==> config.mk <==
export PLATFORM = sky130hd
export DESIGN_NAME = biou_ctrl
export DESIGN_NICKNAME = d
export VERILOG_FILES = /design/src/hw/rtl/biou_pkg.sv /design/src/hw/rtl/biou_ctrl.sv
export SDC_FILE = /design/constraint.sdc
export NUM_CORES = 1
export LEC_CHECK = 0
export BUFFER_PORTS_ARGS = -buffer_cell sky130_fd_sc_hd__buf_2
export CAP_MARGIN = 25
export CORE_AREA = 4 4 41 43
export DETAILED_ROUTE_END_ITERATION = 8
export DIE_AREA = 0 0 45 47
export PLACE_DENSITY_LB_ADDON = 0.2
export SYNTH_ARGS = -nofsm -noshare
export SYNTH_HDL_FRONTEND = slang
export SYNTH_SLANG_ARGS = --single-unit
==> constraint.sdc <==
create_clock -name clock -period 2.5 [get_ports clock]
set_clock_uncertainty 0.15 [all_clocks]
set_input_delay 0.75 -clock clock [delete_from_list [all_inputs] [get_ports clock]]
set_output_delay 0.75 -clock clock [all_outputs]
set_load 0.02 [all_outputs]
==> src/hw/rtl/biou_pkg.sv <==
package biou_pkg;

   localparam int NumLabels   = 4096;
   localparam int LabelIdxW   = 12;
   localparam int CoordW      = 12;
   localparam int LabelW      = 13;
   localparam int IouFracBits = 14;
   localparam int IouW        = 16;
   localparam int NumClW      = 13;
   localparam int HwW         = 8;
   localparam int CorrW       = 16;
   // signed coordinate span for truth box edges
   localparam int SCoordW     = CoordW + 2;
   // box areas up to 4096*4096 and truth area up to 511*511
   localparam int AreaW       = 2 * CoordW + 1;
   localparam int UnionW      = AreaW + 2;
   localparam int DivW        = AreaW + IouFracBits;
   localparam int DivCntW     = 6;

   localparam logic [1:0] OpPixel = 2'd0;
   localparam logic [1:0] OpQuery = 2'd1;
   localparam logic [1:0] OpClear = 2'd2;

   localparam logic [1:0] CsrNumClusters = 2'd0;
   localparam logic [1:0] CsrHalfWidth   = 2'd1;
   localparam logic [1:0] CsrAreaCorr    = 2'd2;

   localparam logic [IouW-1:0] IouMax = '1;

   // controller to datapath commands
   typedef struct packed {
      logic       pix_rd;     // read table entry of pixel label
      logic       pix_wr;     // write merged box
      logic       clr_step;   // clear one valid row
      logic       q_start;    // latch truth box, reset best
      logic       q_rd;       // read entry at scan index
      logic       q_geom;     // compute overlap areas
      logic       q_mul;      // multiply areas
      logic       q_div_start;
      logic       q_div_step;
      logic       q_cmp;      // compare score with best
      logic       q_next;     // advance scan index
      logic       out_load;   // load result register
   } biou_cmd_type;

   typedef struct packed {
      logic scan_done;        // scan index reached limit
      logic clr_done;
      logic div_done;
      logic div_needed;       // set when candidate needs a divide
   } biou_stat_type;

endpackage

==> src/hw/rtl/biou_ctrl.sv <==
module biou_ctrl
   import biou_pkg::*;
(
   input  logic          clock,
   input  logic          reset,
   input  logic          req_valid,
   output logic          req_stall,
   input  logic [1:0]    req_op,
   input  logic          rsp_busy,
   output biou_cmd_type  cmd,
   input  biou_stat_type stat
);

   typedef enum logic [3:0] {
      S_IDLE, S_PIX_RD, S_PIX_WR, S_CLR, S_QRD, S_QGEOM, S_QMUL,
      S_QDIV0, S_QDIV, S_QCMP, S_QOUT
   } state_type;

   state_type state_ff, state_in;

   always_ff @(posedge clock) begin
      if (reset) begin
         state_ff <= S_CLR;
      end else begin
         state_ff <= state_in;
      end
   end

   assign req_stall = (state_ff != S_IDLE);

   always_comb begin
      state_in = state_ff;
      cmd = '0;
      case (state_ff)
         S_IDLE: begin
            if (req_valid) begin
               case (req_op)
                  OpPixel: begin
                     cmd.pix_rd = 1'b1;
                     state_in = S_PIX_WR;
                  end
                  OpClear: state_in = S_CLR;
                  OpQuery: begin
                     cmd.q_start = 1'b1;
                     state_in = S_QRD;
                  end
                  default: state_in = S_IDLE;
               endcase
            end
         end
         S_PIX_RD: state_in = S_PIX_WR;
         S_PIX_WR: begin
            cmd.pix_wr = 1'b1;
            state_in = S_IDLE;
         end
         S_CLR: begin
            cmd.clr_step = 1'b1;
            if (stat.clr_done) state_in = S_IDLE;
         end
         S_QRD: begin
            if (stat.scan_done) begin
               state_in = S_QOUT;
            end else begin
               cmd.q_rd = 1'b1;
               state_in = S_QGEOM;
            end
         end
         S_QGEOM: begin
            cmd.q_geom = 1'b1;
            state_in = S_QMUL;
         end
         S_QMUL: begin
            cmd.q_mul = 1'b1;
            state_in = S_QDIV0;
         end
         S_QDIV0: begin
            if (stat.div_needed) begin
               cmd.q_div_start = 1'b1;
               state_in = S_QDIV;
            end else begin
               state_in = S_QCMP;
            end
         end
         S_QDIV: begin
            cmd.q_div_step = 1'b1;
            if (stat.div_done) state_in = S_QCMP;
         end
         S_QCMP: begin
            cmd.q_cmp = 1'b1;
            cmd.q_next = 1'b1;
            state_in = S_QRD;
         end
         S_QOUT: begin
            if (!rsp_busy) begin
               cmd.out_load = 1'b1;
               state_in = S_IDLE;
            end
         end
         default: state_in = S_IDLE;
      endcase
   end

endmodule

* Word-level counts from Yosys, hierarchy flattened
Cells that the tools add are included.
Cells by class: $add $sub $neg 0, $mul 0, divide/modulo/power cells 0, order comparisons 0, equal/unequal tests 16, shifts and indexed selects 0, muxes and demuxes 26, bitwise operators 0, reduce and logical (&&, ||, !) cells 4
Operator list (number):
- $pmux 4 s10 | 1
- $mux 4 | 5
- $mux 1 | 18
- $eq 4x3->1 const B | 4
- $eq 4x4->1 const B | 3
- $pmux 3 s3 | 1
- $eq 4x2->1 const B | 2
- $ne 2x2->1 const B | 4
- $eq 4x1->1 const B | 1
- $logic_not 4->1 | 1
- $reduce_and 4->1 | 1
- $reduce_bool 4->1 | 1
- $eq 2x1->1 const B | 1
- $eq 2x2->1 const B | 1
- $logic_not 2->1 | 1
- $mux 2 | 1
Storage, ports and cells: flip-flop bits (word level) 4, latch bits 0, memory bits (writable) 0, bits in read-only memories 0, input bits 10, output and inout port bits 13, logic and storage cells 47, memories 0

* Logic depth before layout (Yosys ltp)
Gate-level depths: netlist of run 1.
word-level depth 4, mapped depth 6, mapped depth without buffers 4

* Worst setup path before layout of run 1
OpenSTA, ideal clock, no wires.
kind reg2out, start point register state_ff[1], end point output port cmd[11] in the netlist's numbering, arrival time 1.883 ns, required time 1.600 ns, slack -0.283 ns, stages on the path, launching flop included 5, buffers on the path 2, cells stage by stage dfxtp_1 -> buf_2 -> buf_2 -> or3_1 -> nor4b_1
RTL lines:
- start, declared | line biou_ctrl.sv:19 | state_type state_ff, state_in;
- start signal, assigned | line biou_ctrl.sv:25 | state_ff <= state_in;
- end, declared | line biou_ctrl.sv:10 | output biou_cmd_type cmd,

==> metrics.cfg, run 1 <==
[outcome]
status = completed

[clock_tree]
cts-root-buf = clkbuf_4
cts.clk_slew.worst_paths_ns = 0.04
clock_sinks = 4
cts-htree-levels = 1
cts_buffer_depth = 2
clk_latency_ns = 0.24
cts_tree = done
numCtsBuffers = 3

[timing]
drv_slew = 0
maxSlewHeadroom = 0.6614
worst_slew_pin_slew_ns = 0.4952
fmax_mhz = 402.9
whs_ns = 0.5755
finalHoldViolCount = 0
finalSetupViolations = 0
layout_min_cycle_time_ns = 2.482
finalCritPeriodShare = 0.9929
rsz0062_at_grt = yes

[critical_path]
crit_fanout = 3
start_kind = register
worstPathRequired_ns = 1.60
cp-end-kind = output pin
arrival_ns = 1.58
worst-r2r-setup-slack_ns = 0.65
crit_type = register to output pin

[power]
leakage_nw = 0.3094
fin_total_pwr_uw = 341.4
ir_drop_uv = 420.8
powerDensity_mw_per_mm2 = 501.6

[floorplan]
fp.dieH_um = 47
start_util = 0.3673
ioPinCount = 23
die_area_mm2 = 0.002115
rows = 13
die_w_um = 45
core_area_mm2 = 0.001301

[routing]
post_drt_wl_per_cell_um = 13.10
first_pass_iters = 4
ant_nets = 0
drt_iter0_drc = 7
drt-total-wl_um = 1428
num_vias = 611
vias_per_cell = 5.606
drc = 0

[final_layout]
drive_above_1_share = 0.4149
area_growth_pct = 42.41
nets = 106
n_fill_cell = 140
largest_reg_flops = 4
layout.cells.non_filler = 109
diodes = 0
top_register = state_ff
reg.largest.list = state_ff x4

[grt]
grt_start_max_net_pins = 20
globalRouteOverflowTotal = 0
grt_antenna_before_repair = 0
gr-usage-all-layers = 0.1439
grt_pass1_vias = 512
grt_pass1_wl_um = 2208

[placement]
portBuffers = 22
detailed_place_hpwl_um = 1072
globalplace.congestion = 0.8104
dp_cells = 105

[logic_synthesis]
synthTopCellsByArea = dfxtp_1 (17%), nor2_1 (7.9%), nor3_1 (7.3%)
ys_ff_latch = 4
yosysSeqAreaShare = 0.1675
yosys-top-cells-count = nor2_1 (10), nor3_1 (7), a21oi_1 (5), nand2_1 (5), nand2b_1 (5)
synth.largest_area_cell = dfxtp_1
syn_inst = 70
yosys_warnings = 0
synthArstFlopShare = 0
yosysUniqueCellTypes = 29
synth_top_area_share = 0.1675
synth.most_common_cell = nor2_1
synth_edf_count = 0
syn_area_um2 = 478.0
synthFlopType = dfxtp_1
syn_avg_cell_area_um2 = 6.828
synth_fp_nets = 80

[worst_hold_path]
min_path_type = register to register

[run]
cap_violations = 0

-- cells in the final DEF, fill, tap and decap left out, types with 2 or more instances in the layout --
cell type / instances
inv_1: 2
nand2b_1: 5
nor2b_1: 2
nor4b_4: 2
nor4_1: 2
clkbuf_4: 3
nor3_1: 7
nor2_1: 10
a21oi_1: 5
o21bai_1: 2
buf_2: 20
nand2_1: 5
buf_4: 7
o21ai_0: 3
dfxtp_1: 3
-- path summary, 6_finish.rpt --
path	startpoint	end	cells after the start
min reg2reg	state_ff[1]$_SDFFE_PP1P_	state_ff[1]$_SDFFE_PP1P_	2
max reg2reg	state_ff[2]$_SDFFE_PP0P_	state_ff[2]$_SDFFE_PP0P_	5
min	state_ff[1]$_SDFFE_PP1P_	state_ff[1]$_SDFFE_PP1P_	2
max	state_ff[2]$_SDFFE_PP0P_	cmd[11]	4
-- cells by family after synthesis --
family,count (synthesis),share of synthesized area
simple gates,41,0.4948
compound gates,17,0.2591
buf+inv,8,0.07854
flops,4,0.1675
-- area by class of cell --
| class | instances | area (um^2) | share of cell area |
|---|---|---|---|
| multi-input combinational | 58 | 397.9 | 0.5846 |
| timing repair buffer | 27 | 152.6 | 0.2243 |
| clock buffer | 3 | 22.52 | 0.03309 |
| sequential | 4 | 81.33 | 0.1195 |
| tap | 15 | 18.77 | 0.02757 |
| inverter | 2 | 7.507 | 0.01103 |
-- worst max-delay path, stage by stage (launching register included) --
cell and delay [ns]:
dfxtp_2 0.31, or2_4 0.24, or3_4 0.37, nor4b_4 0.25, buf_4 0.17
-- per-layer routing --
layer,track usage,share of wire
met1,0.1800,0.43
met2,0.2401,0.48
met3,0.05747,0.092
met4,0.01754,0
met5,0,0
-- where the power goes --
part	switching, mW	internal (mW)	leakage, nW
sequential	0.00452	0.0724	0.0336
clock	0.0271	0.0537	0.0138
combinational	0.110	0.0739	0.262
total	0.141	0.200	0.309
-- through the flow --
stage | setup WS, ns | util | setup TNS (ns) | cell area (um^2)
after global routing | -0.05788 | 0.5231 | -0.09010 | 680.7
after floorplan | -0.02401 | - | -0.04803 | 490.5
after detailed placement | 0.1255 | 0.4760 | 0 | 619.3
final | 0.01773 | 0.5231 | 0 | 680.7
after CTS | 0.008711 | 0.5067 | 0 | 659.4
after global placement | 0.1625 | 0.4760 | 0 | 619.3
-- what timing repair did --
item                                    CTS  global route
hold buffers                              0             0
endpoints found under the setup margin    2             2
gates resized for setup                   3             4
pin swaps                                 0             1
gates cloned                              0             0
buffers inserted                          1             0
(Power assumes the default switching activity.)
==> run 2, diff against run 1 <==
==> constraint.sdc (replaced) <==
create_clock -name clock -period 2.1 [get_ports clock]
set_clock_uncertainty 0.15 [all_clocks]
set_input_delay 0.63 -clock clock [delete_from_list [all_inputs] [get_ports clock]]
set_output_delay 0.63 -clock clock [all_outputs]
set_load 0.02 [all_outputs]
==> metrics.cfg, run 2 (synthesis results as in run 1) <==
[outcome]
status = finished with violations
violations = setup timing

[final_layout]
drive_above_1_share = 0.4896  ; +0.07469
top_register = state_ff
final_cell_mix = buf_2 (16), buf_4 (12), nor2_1 (8)
final_common_cell = buf_2
fin_area_um2 = 734.5  ; +7.9%
reg.largest.list = state_ff x4
nets = 108  ; +1.9%
diodes = 0  ; unchanged
area_growth_pct = 53.66
largest_reg_flops = 4  ; unchanged
fin_util = 0.5644  ; +0.04135

[power]
ir_drop_uv = 249.4  ; -41%
leakage_nw = 0.3248  ; +5.0%
fin_total_pwr_uw = 429.1  ; +26%
powerDensity_mw_per_mm2 = 584.3  ; +16%
p_clk_frac = 0.220  ; -0.017
p_switching_uw = 177.9  ; +26%
power.share.combinational = 0.564  ; +0.026
sequentialPowerShare = 0.216  ; -0.009
switching_share = 0.4145  ; about the same
p_int_uw = 251.3  ; +26%

[floorplan]
core_area_mm2 = 0.001301  ; unchanged
ioPinCount = 23  ; unchanged
fp.dieH_um = 47  ; unchanged
die_w_um = 45  ; unchanged
rows = 13  ; unchanged
die_area_mm2 = 0.002115  ; unchanged
start_util = 0.3673  ; unchanged

[grt]
grt_start_max_net_pins = 20  ; unchanged
grt_pass1_vias = 563  ; +10%
grt_pass1_wl_um = 2463  ; +12%
grt_antenna_before_repair = 0  ; unchanged
globalRouteOverflowTotal = 0  ; unchanged
gr-usage-all-layers = 0.1585  ; +0.01464

[routing]
first_pass_iters = 4  ; unchanged
drc = 0  ; unchanged
vias_per_cell = 5.667  ; +1.1%
num_vias = 629  ; +2.9%
post_drt_wl_per_cell_um = 13.97  ; +6.7%
ant_nets = 0  ; unchanged
drt_iter0_drc = 4  ; -3
drt-total-wl_um = 1551  ; +8.6%

[timing]
layout_min_cycle_time_ns = 2.341
finalCritPeriodShare = 1.115
finalSetupViolations = 3  ; +3
finalHoldViolCount = 0  ; unchanged
drv_slew = 0  ; unchanged
whs_ns = 0.4842  ; -0.09128 ns
rsz0062_at_grt = yes
fin_ws_ns = -0.2411  ; -0.2588 ns
fmax_mhz = 427.2
worst_slew_pin_slew_ns = 0.3697  ; -0.1255 ns
maxSlewHeadroom = 0.7472  ; +0.08584

[placement]
portBuffers = 22  ; unchanged
placed_area_um2 = 660.6  ; +6.7%
detailed_place_hpwl_um = 1163  ; +8.4%
globalplace.congestion = 0.8576  ; +5.8%

[worst_hold_path]
min_path_type = input port to register
hp-start = reset

[critical_path]
worstPathRequired_ns = 1.32  ; -0.28 ns
path_cells = or2_4 -> or3_4 -> nor4b_4 -> buf_4
crit_type = register to output pin
slowest_stage = or3_4
crit_fanout = 3  ; unchanged
critPathMaxStageDelay_ns = 0.37  ; about the same
arrival_ns = 1.56  ; -0.02 ns
crit_buf_inv = 1  ; unchanged
cp-end-kind = output pin
start_kind = register
timing.rr.start = state_ff[2]$_SDFFE_PP0P_
startpoint = state_ff[2]$_SDFFE_PP0P_
critPathTopFamily = simple AND/OR/NAND/NOR gates

[clock_tree]
hold_buffers = 0  ; unchanged
cts.clk_slew.worst_paths_ns = 0.03  ; about the same
clock_sinks = 4  ; unchanged
cts-root-buf = clkbuf_4
cts_tree = done
clk_latency_ns = 0.23  ; about the same
cts-htree-levels = 1  ; unchanged
numCtsBuffers = 3  ; unchanged
cts_buffer_depth = 2  ; unchanged

[run]
cap_violations = 0  ; unchanged

==> run 2: changes by cell type in the layout (fill, tap and decap cells not counted), sizes merged <==
cell	change
buf	+2
==> run 2: worst register-to-register path: stages, from the launching register on <==
cell and delay (ns):
dfxtp_2 0.31, buf_4 0.16, or4b_1 0.54, a221oi_2 0.24, nor2_1 0.09, nor4b_2 0.27
==> run 2: routing by layer <==
metal / track usage / vias to the layer above / wire (um)
met1: 0.1946 / 288 / 682
met5: 0 / - / 0
met4: 0.09942 / 0 / 43
li1: - / 311 / -
met3: 0.02682 / 6 / 87
met2: 0.2571 / 24 / 738
==> run 2: layout make-up <==
class | count | area [um^2]
fillers | 125 | 566.8
multi-input cells | 58 | 421.7
repair buffers | 29 | 181.4
flip-flops and latches | 4 | 82.58
clock buffers | 3 | 22.52
well taps | 15 | 18.77
inverters | 2 | 7.507
==> run 2: timing repair <==
item,4_1_cts,5_1_grt
setup buffers,0,1
pin swaps,2,1
setup endpoints to repair,4,9
resized for setup,4,10
==> run 2: power groups by stage <==
stage	Sequential (mW)	Clock (mW)	Combinational [mW]
after detailed placement	0.0937	0	0.219
final	0.0928	0.0943	0.242
after floorplan	0.0944	0	0.153
after global routing	0.0933	0.105	0.260
after CTS	0.0926	0.0972	0.222
after global placement	0.0937	0	0.215
==> run 2: path summary, 6_finish.rpt <==
kind	end	slack (ns)	cells after the start
max	cmd[8]	-0.24	4
min	state_ff[2]$_SDFFE_PP0P_	0.48	2
max reg2reg	state_ff[2]$_SDFFE_PP0P_	0.24	5
min reg2reg	state_ff[3]$_SDFFE_PP0P_	0.60	3
==> run 2: metrics by stage <==
stage                     TNS (ns)  cells  setup slack, ns
after floorplan            -0.1386     70         -0.09813
after global placement    -0.06696    107         -0.06419
after detailed placement   -0.1515    107         -0.08981
after CTS                  -0.4989    110          -0.2478
after global routing       -0.7474    111          -0.3023
final                      -0.5796    111          -0.2411
